$ cat src/design/rbs_pkg.sv
// Shared types and constants for the record bubble sort block.
// Used by the interfaces, the compare unit and the top level; depends on nothing.
package rbs_pkg;

	localparam int MAX_RECORDS = 32;
	localparam int IDX_W       = $clog2(MAX_RECORDS);
	localparam int CNT_W       = $clog2(MAX_RECORDS + 1);

	localparam int NAME_W  = 64;
	localparam int VALUE_W = 32;

	// configuration port
	localparam int CFG_IDX_W  = 1;
	localparam int CFG_DATA_W = 2;
	localparam logic [CFG_IDX_W-1:0] REG_SORT_KEY   = 1'b0;
	localparam logic [CFG_IDX_W-1:0] REG_DESCENDING = 1'b1;

	// sort key codes
	localparam logic [1:0] KEY_FIRST = 2'd0;
	localparam logic [1:0] KEY_LAST  = 2'd1;
	localparam logic [1:0] KEY_ROLL  = 2'd2;

	typedef struct packed {
		logic [NAME_W-1:0]  first;
		logic [NAME_W-1:0]  last;
		logic [VALUE_W-1:0] roll;
		logic [VALUE_W-1:0] phone;
	} rec_t;

	typedef struct packed {
		logic [1:0] sort_key;
		logic       descending;
	} cfg_t;

	typedef enum logic [2:0] {
		ST_LOAD,
		ST_RD0,
		ST_LD0,
		ST_CMP,
		ST_WB,
		ST_EMIT_RD,
		ST_EMIT_LD
	} state_t;

endpackage

$ cat src/design/rbs_cmp.sv
// Shared key compare unit: flags when record x must move behind record y.
// Depends on rbs_pkg for rec_t, cfg_t and the key codes.
module rbs_cmp (
	input  rbs_pkg::cfg_t cfg,
	input  rbs_pkg::rec_t x,
	input  rbs_pkg::rec_t y,
	output logic          swap
);

	logic [rbs_pkg::NAME_W-1:0] key_x;
	logic [rbs_pkg::NAME_W-1:0] key_y;
	logic                       key_ok;

	always_comb begin
		key_ok = 1'b1;
		case (cfg.sort_key)
			rbs_pkg::KEY_FIRST: begin
				key_x = x.first;
				key_y = y.first;
			end
			rbs_pkg::KEY_LAST: begin
				key_x = x.last;
				key_y = y.last;
			end
			rbs_pkg::KEY_ROLL: begin
				key_x = rbs_pkg::NAME_W'(x.roll);
				key_y = rbs_pkg::NAME_W'(y.roll);
			end
			default: begin
				// unused key code: never reorder
				key_ok = 1'b0;
				key_x  = '0;
				key_y  = '0;
			end
		endcase
	end

	assign swap = key_ok && (cfg.descending ? (key_x < key_y) : (key_x > key_y));

endmodule

$ cat config.mk
export PLATFORM = sky130hd
export DESIGN_NAME = rbs_cmp
export DESIGN_NICKNAME = d
export VERILOG_FILES = /design/src/design/rbs_pkg.sv /design/src/design/rbs_cmp.sv
export SDC_FILE = /design/constraint.sdc
export NUM_CORES = 1
export LEC_CHECK = 0
export BUFFER_PORTS_ARGS = -buffer_cell sky130_fd_sc_hd__buf_2
export CAP_MARGIN = 10
export CORE_AREA = 2 2 153 155
export DETAILED_ROUTE_END_ITERATION = 8
export DIE_AREA = 0 0 155 157
export GPL_TIMING_DRIVEN = 0
export PLACE_DENSITY = 0.55
export SLEW_MARGIN = 15
export SYNTH_ARGS = -nofsm -noshare
export SYNTH_HDL_FRONTEND = slang
export SYNTH_SLANG_ARGS = --single-unit
$ cat constraint.sdc
create_clock -name vclk -period 2.22
set_input_delay 0 -clock vclk [all_inputs]
set_output_delay 0 -clock vclk [all_outputs]
set_load 0.02 [all_outputs]
==> flow_summary_export.csv, run 1 <==
group,metric,value,unit
drt,drt-total-wl,19.2,mm
power,seqPwrFrac,0,%
outcome,violations,"setup timing",
flow_run,cap_viol_max_count,0,
clock_network,cts-hold-fix-buffers,0,
timing,finalSetupViolCount,1,
power,swShare,47.1,%
power,powerDensity,213,nW/um^2
synthesis,syn_inst,529,
grt,antenna_found_initial,2,
timing,hold_viol,0,
power,p_leak,3.58,nW
placement,io_buffers,323,
placement,dpl_cell_area,5890,um^2
grt,track_usage,14.5,%
grt,grt_pass1_vias,5164,
finish,seqCellArea,0,um^2
outcome,status,"complete, but fails checks",
drt,wl_per_cell,16.4,um
timing,hold_slack,0.422,ns
timing,fin_crit_sh,120,%
power,peakVddDrop,0.0614,mV
floorplan,rows,55,
setup_path,required,2.22,ns
placement,place_congestion,0.803,
worst_hold_path,hp-class,"input port to output pin",
floorplan,die_x,155,um
power,internal_power,747,uW
floorplan,num_io_pins,388,
grt,grt_overflow,0,
timing,totalNegativeSetupSlack,-0.442,ns
grt,busiest_layer,"met2",
power,combPwrFrac,100.0,%
synthesis,avgSynthCellArea,7.05,um^2
synthesis,synthesis.nets,980,
synthesis,yosysTopAreaCellShare,34.6,%
synthesis,ys_types,28,
finish,nets,1333,
placement,hpwl,16.5,mm
setup_path,crit_buf_inv,4,
setup_path,critical_path.top_delay_family,"compound AO/OA/AOI/OAI gates",
drt,route.detailed.drc,0,
floorplan,die_y,157,um
finish,fillCellCount,2478,
timing,min_period,2.66,ns
timing,relSlewSlack,68.9,%
setup_path,critPathKind,"input port to output pin",
grt,grt_max_degree,11,
drt,vias_per_cell,4.38,
synthesis,yosys-top-cells-area,"mux2i_1 (35%), ha_1 (21%), a21oi_1 (7.4%)",
finish,drive_gt1_share,51.7,%
floorplan,initial_core_util,16.6,%
floorplan,core_area,22500,um^2
setup_path,worstPathMaxFanout,10,
synthesis,netlist_area,3730,um^2
synthesis,ys_seq_area_share,0,%
setup_path,critPathMaxStageDelay,0.33,ns
setup_path,cpMaxStageDelayCell,"a221oi_2",
drt,drt_iter0_drc,135,
timing,drv_slew,0,
timing,finalWorstSetupSlack,-0.442,ns
timing,worst_pin_slew,0.466,ns
power,p_clk_share,0,%
finish,final_cell_area,6640,um^2
timing,rsz0062_at_grt,"yes",
grt,grtUsageMet1,16.2,%
grt,groute.layer.met3.usage,1.82,%
finish,n_sequential_cell,0,
finish,clock_buffers,0,
grt,grt_pass1_wl,27.3,mm
timing,timing.fmax,0.376,GHz
synthesis,yosysWarnings,0,
floorplan,die_area,24300,um^2
power,p_sw,665,uW
setup_path,end_kind,"output pin",
setup_path,worstPathCellList,"clkbuf_16 > buf_4 > buf_8 > mux2i_1 > or2_2 > ha_4 > a21oi_1 > o21ai_1 > a221oi_2 > nor2_2 > a211oi_2 > nand3_2 > a21oi_4 > mux2i_4 > buf_6",
drt,via_count,5103,
synthesis,yosysTopAreaCell,"mux2i_1",
setup_path,cp.arrival,2.66,ns
setup_path,start_kind,"input port",
drt,drt_first_pass_iters,4,
finish,syn2layout_area_growth,78.0,%
grt,use_met2,30.0,%
drt,postRouteAntennaNets,0,
[power by group through the flow]
stage,registers (mW),clock network [mW],logic [mW]
after floorplan,0,0,0.701
after detailed placement,0,0,1.22
final,0,0.0000000602,1.41
after global placement,0,0,1.21
after global routing,0,0,1.57
after CTS,0,0,1.42
[placed cells by master, fill, tap and decap left out, types with 4 or more instances in the layout]
cell type	n
o21ai_0	30
nor3_1	5
nand3_1	4
buf_12	11
buf_6	4
a21o_1	10
mux2i_1	124
nand2_1	49
ha_4	5
buf_8	5
ha_1	59
o21ai_1	11
buf_16	4
clkbuf_2	5
nand4_1	13
a21oi_2	9
nor2_1	67
buf_2	326
a21oi_1	44
or2_2	30
buf_4	20
[kinds of logic (layout without fill, tap and decap cells)]
logic type               Yosys count  count (layout)  synth area share [%]
adder cells (fa/ha/maj)           64              64                  21.5
buffers and inverters             39             390                  4.39
AND/OR/NAND/NOR                  180             180                  22.0
multiplexers                     129             129                  34.6
AO/OA/AOI/OAI                    117             117                  17.5
other                              0               1                     0
[tightest hold or removal path, delay by kind of cell]
family	cells	cell delay (ns)
muxes	1	0.08
and+or+nand+nor	1	0.09
buffers and inverters	2	0.25
[cells in the mapped netlist (2+ instances only)]
library cell and count:
nor2b_1 2, buf_2 14, nor3_1 6, buf_1 7
nand3_1 6, nand2_1 49, a21o_1 10, a221oi_1 2
or2_2 32, a21oi_1 55, mux2i_1 129, a211oi_1 2
nor2_1 70, clkbuf_1 15, nand4_1 13, o21ai_0 40
inv_1 3, ha_1 64
[per-layer routing]
| metal | vias to the layer above | wire (um) |
|---|---|---|
| li1 | 2637 | - |
| met1 | 2220 | 7490 |
| met2 | 238 | 10200 |
| met3 | 8 | 1380 |
| met4 | 0 | 123 |
| met5 | - | 0 |
[cell type report]
class | instances | area (um^2) | share of cell area, %
antenna | 1 | 2.50 | 0.0377
buffer | 35 | 428 | 6.45
inverter | 3 | 11.3 | 0.170
multi-input combinational | 490 | 3840 | 57.9
tap | 285 | 357 | 5.37
timing repair buffer | 352 | 1990 | 30.0
[metrics by stage]
step	worst slack [ns]	util, %	cells	total power, mW
after floorplan	-0.0222	-	529	0.701
after global placement	-1.53	26.2	1137	1.21
after detailed placement	-1.59	26.2	1137	1.22
after CTS	-0.450	29.2	1161	1.42
after global routing	-0.576	29.5	1165	1.57
final	-0.442	29.5	1166	1.41
[final timing paths]
kind	start	endpoint	slack [ns]	depth (start not counted)
worst max-delay path	cfg[1]	swap	-0.44	15
worst min-delay path	cfg[0]	swap	0.42	4
[what timing repair did]
| item | CTS | global route |
|---|---|---|
| pin swaps | 25 | 10 |
| gates resized for setup | 96 | 8 |
| cloned | 6 | 0 |
| setup buffers | 19 | 4 |
| endpoints found under the setup margin | 1 | 1 |
Note: power is estimated with default switching activity, not from simulation.
==> run 2, diff against run 1 <==
- BUFFER_PORTS_ARGS: -buffer_cell sky130_fd_sc_hd__buf_2 -> default
- CORE_AREA: 2 2 153 155 -> 2 2 152 154
- DIE_AREA: 0 0 155 157 -> 0 0 154 156
- DONT_BUFFER_PORTS: default -> 1
- PLACE_DENSITY: 0.55 -> default
==> run 2 against run 1 <==
Compared with the run above:
- the run still ends with setup timing left
- maximum frequency down 0.63%
- die area down 1.3%
- utilization down 8.6 points
- critical path depth unchanged
- combinational power down 26%
- via count down 21%
- worst hold slack worse by 0.22 ns
- highest routed layer is now met5
==> flow_summary_export.csv, run 2 (synthesized netlist as in run 1, its figures left out) <==
group,metric,value,unit
worst_hold_path,hp-class,"input port to output pin",
finish,final_cell_mix,"mux2i_1 (126), nor2_1 (69), ha_1 (60), nand2_1 (49), a21oi_1 (49)",
timing,finalSetupViolCount,1,
finish,seqCellArea,0,um^2
finish,fillCellCount,2527,
setup_path,required,2.22,ns
drt,vias_per_cell,4.84,
setup_path,startpoint,"cfg[1]",
drt,wl_per_cell,21.6,um
drt,route.detailed.drc,0,
timing,min_period,2.68,ns
outcome,violations,"setup timing",
placement,io_buffers,0,
setup_path,start_kind,"input port",
power,peakVddDrop,0.0702,mV
placement,dp.cells,814,
setup_path,crit_buf_inv,4,
timing,worst_pin_slew,0.569,ns
floorplan,die_area,24000,um^2
grt,grt_max_degree,11,
finish,final_common_cell,"mux2i_1",
setup_path,critical_path.top_delay_family,"compound AO/OA/AOI/OAI gates",
timing,finalWorstSetupSlack,-0.459,ns
finish,drive_gt1_share,19.4,%
timing,totalNegativeSetupSlack,-0.459,ns
outcome,status,"complete, but fails checks",
floorplan,die_y,156,um
drt,drt_first_pass_iters,6,
setup_path,cp.depth,15,
timing,hold_viol,0,
grt,grt_pass1_wl,24.2,mm
finish,syn2layout_area_growth,25.6,%
grt,grt_pass1_vias,4031,
timing,fin_crit_sh,121,%
timing,drv_slew,0,
floorplan,initial_core_util,16.7,%
finish,clock_buffers,0,
floorplan,die_x,154,um
finish,n_sequential_cell,0,
floorplan,rows,55,
placement,hpwl,15.6,mm
timing,relSlewSlack,62.1,%
grt,antenna_found_initial,4,
setup_path,critPathMaxStageDelay,0.35,ns
setup_path,cpMaxStageDelayCell,"mux2i_4",
setup_path,cp.arrival,2.68,ns
setup_path,end_kind,"output pin",
drt,via_count,4039,
setup_path,worstPathMaxFanout,8,
placement,place_congestion,0.795,
power,p_leak,2.16,nW
finish,nets,998,
setup_path,worstPathCellList,"clkbuf_16 > buf_12 > buf_12 > buf_4 > mux2i_1 > o21ai_1 > ha_1 > a21oi_2 > o21ai_1 > a221oi_2 > nor2_2 > a31oi_2 > nand2b_4 > a21oi_4 > mux2i_4",
setup_path,critPathKind,"input port to output pin",
finish,final_cell_area,4680,um^2
timing,timing.fmax,0.373,GHz
power,powerDensity,222,nW/um^2
drt,postRouteAntennaNets,0,
placement,dpl_cell_area,4270,um^2
grt,grt_overflow,0,
grt,track_usage,13.7,%
flow_run,cap_viol_max_count,0,
floorplan,core_area,22400,um^2
finish,stdcell_count,834,
timing,rsz0062_at_grt,"yes",
drt,drt_iter0_drc,206,
floorplan,num_io_pins,388,
setup_path,crit_end,"swap",
worst_hold_path,min_from,"cfg[0]",
drt,drt-total-wl,18.0,mm
[run 2: stage by stage]
stage          power (mW)  setup slack [ns]  util, %  hold slack (ns)
4_1_cts              1.06            -0.458     20.8            0.201
3_3_place_gp        0.933             -1.39     19.1            0.197
5_1_grt              1.17            -0.640     20.9            0.227
3_5_place_dp        0.945             -1.34     19.1            0.197
6_report             1.04            -0.459     20.9            0.199
2_1_floorplan       0.701           -0.0222        -            0.167
[run 2: worst min-delay path by stage]
stage / to / slack (ns) / cells after the start
4_1_cts: swap / 0.20 / 3
2_1_floorplan: swap / 0.17 / 3
3_3_place_gp: swap / 0.20 / 2
5_1_grt: swap / 0.23 / 3
3_5_place_dp: swap / 0.20 / 3
6_report: swap / 0.20 / 3
[run 2: area by class of cell]
cell class,instances,area (um^2),share of cell area (%)
tap,285,357,7.61
antenna,4,10.0,0.214
inverter,3,11.3,0.240
multi-input combinational,490,3770,80.4
timing repair buffer,18,168,3.58
buffer,34,370,7.91
[run 2: repair_timing]
| item | in CTS | in global routing |
|---|---|---|
| cloned | 1 | 0 |
| hold buffers | 0 | 0 |
| pin swaps | 15 | 9 |
| endpoints found under the setup margin | 1 | 1 |
| buffers inserted | 17 | 0 |
| resized for setup | 61 | 6 |
[run 2: worst min-delay path, stage by stage]
cell and delay (ns):
a21oi_1 0.03, o41ai_2 0.07, mux2i_4 0.10
[run 2: routing by layer]
layer | part of all wire [%] | track usage, %
met1 | 38 | 15.0
met2 | 53 | 27.8
met3 | 6.4 | 1.31
met4 | 3.4 | 3.92
met5 | 0.072 | 0
[run 2: where the power goes]
group | leakage (nW) | total, mW | switching (mW) | internal (mW)
clock | 0.0000254 | 0.000000241 | 0 | 0.000000241
sequential | 0 | 0 | 0 | 0
combinational | 2.16 | 1.04 | 0.557 | 0.484
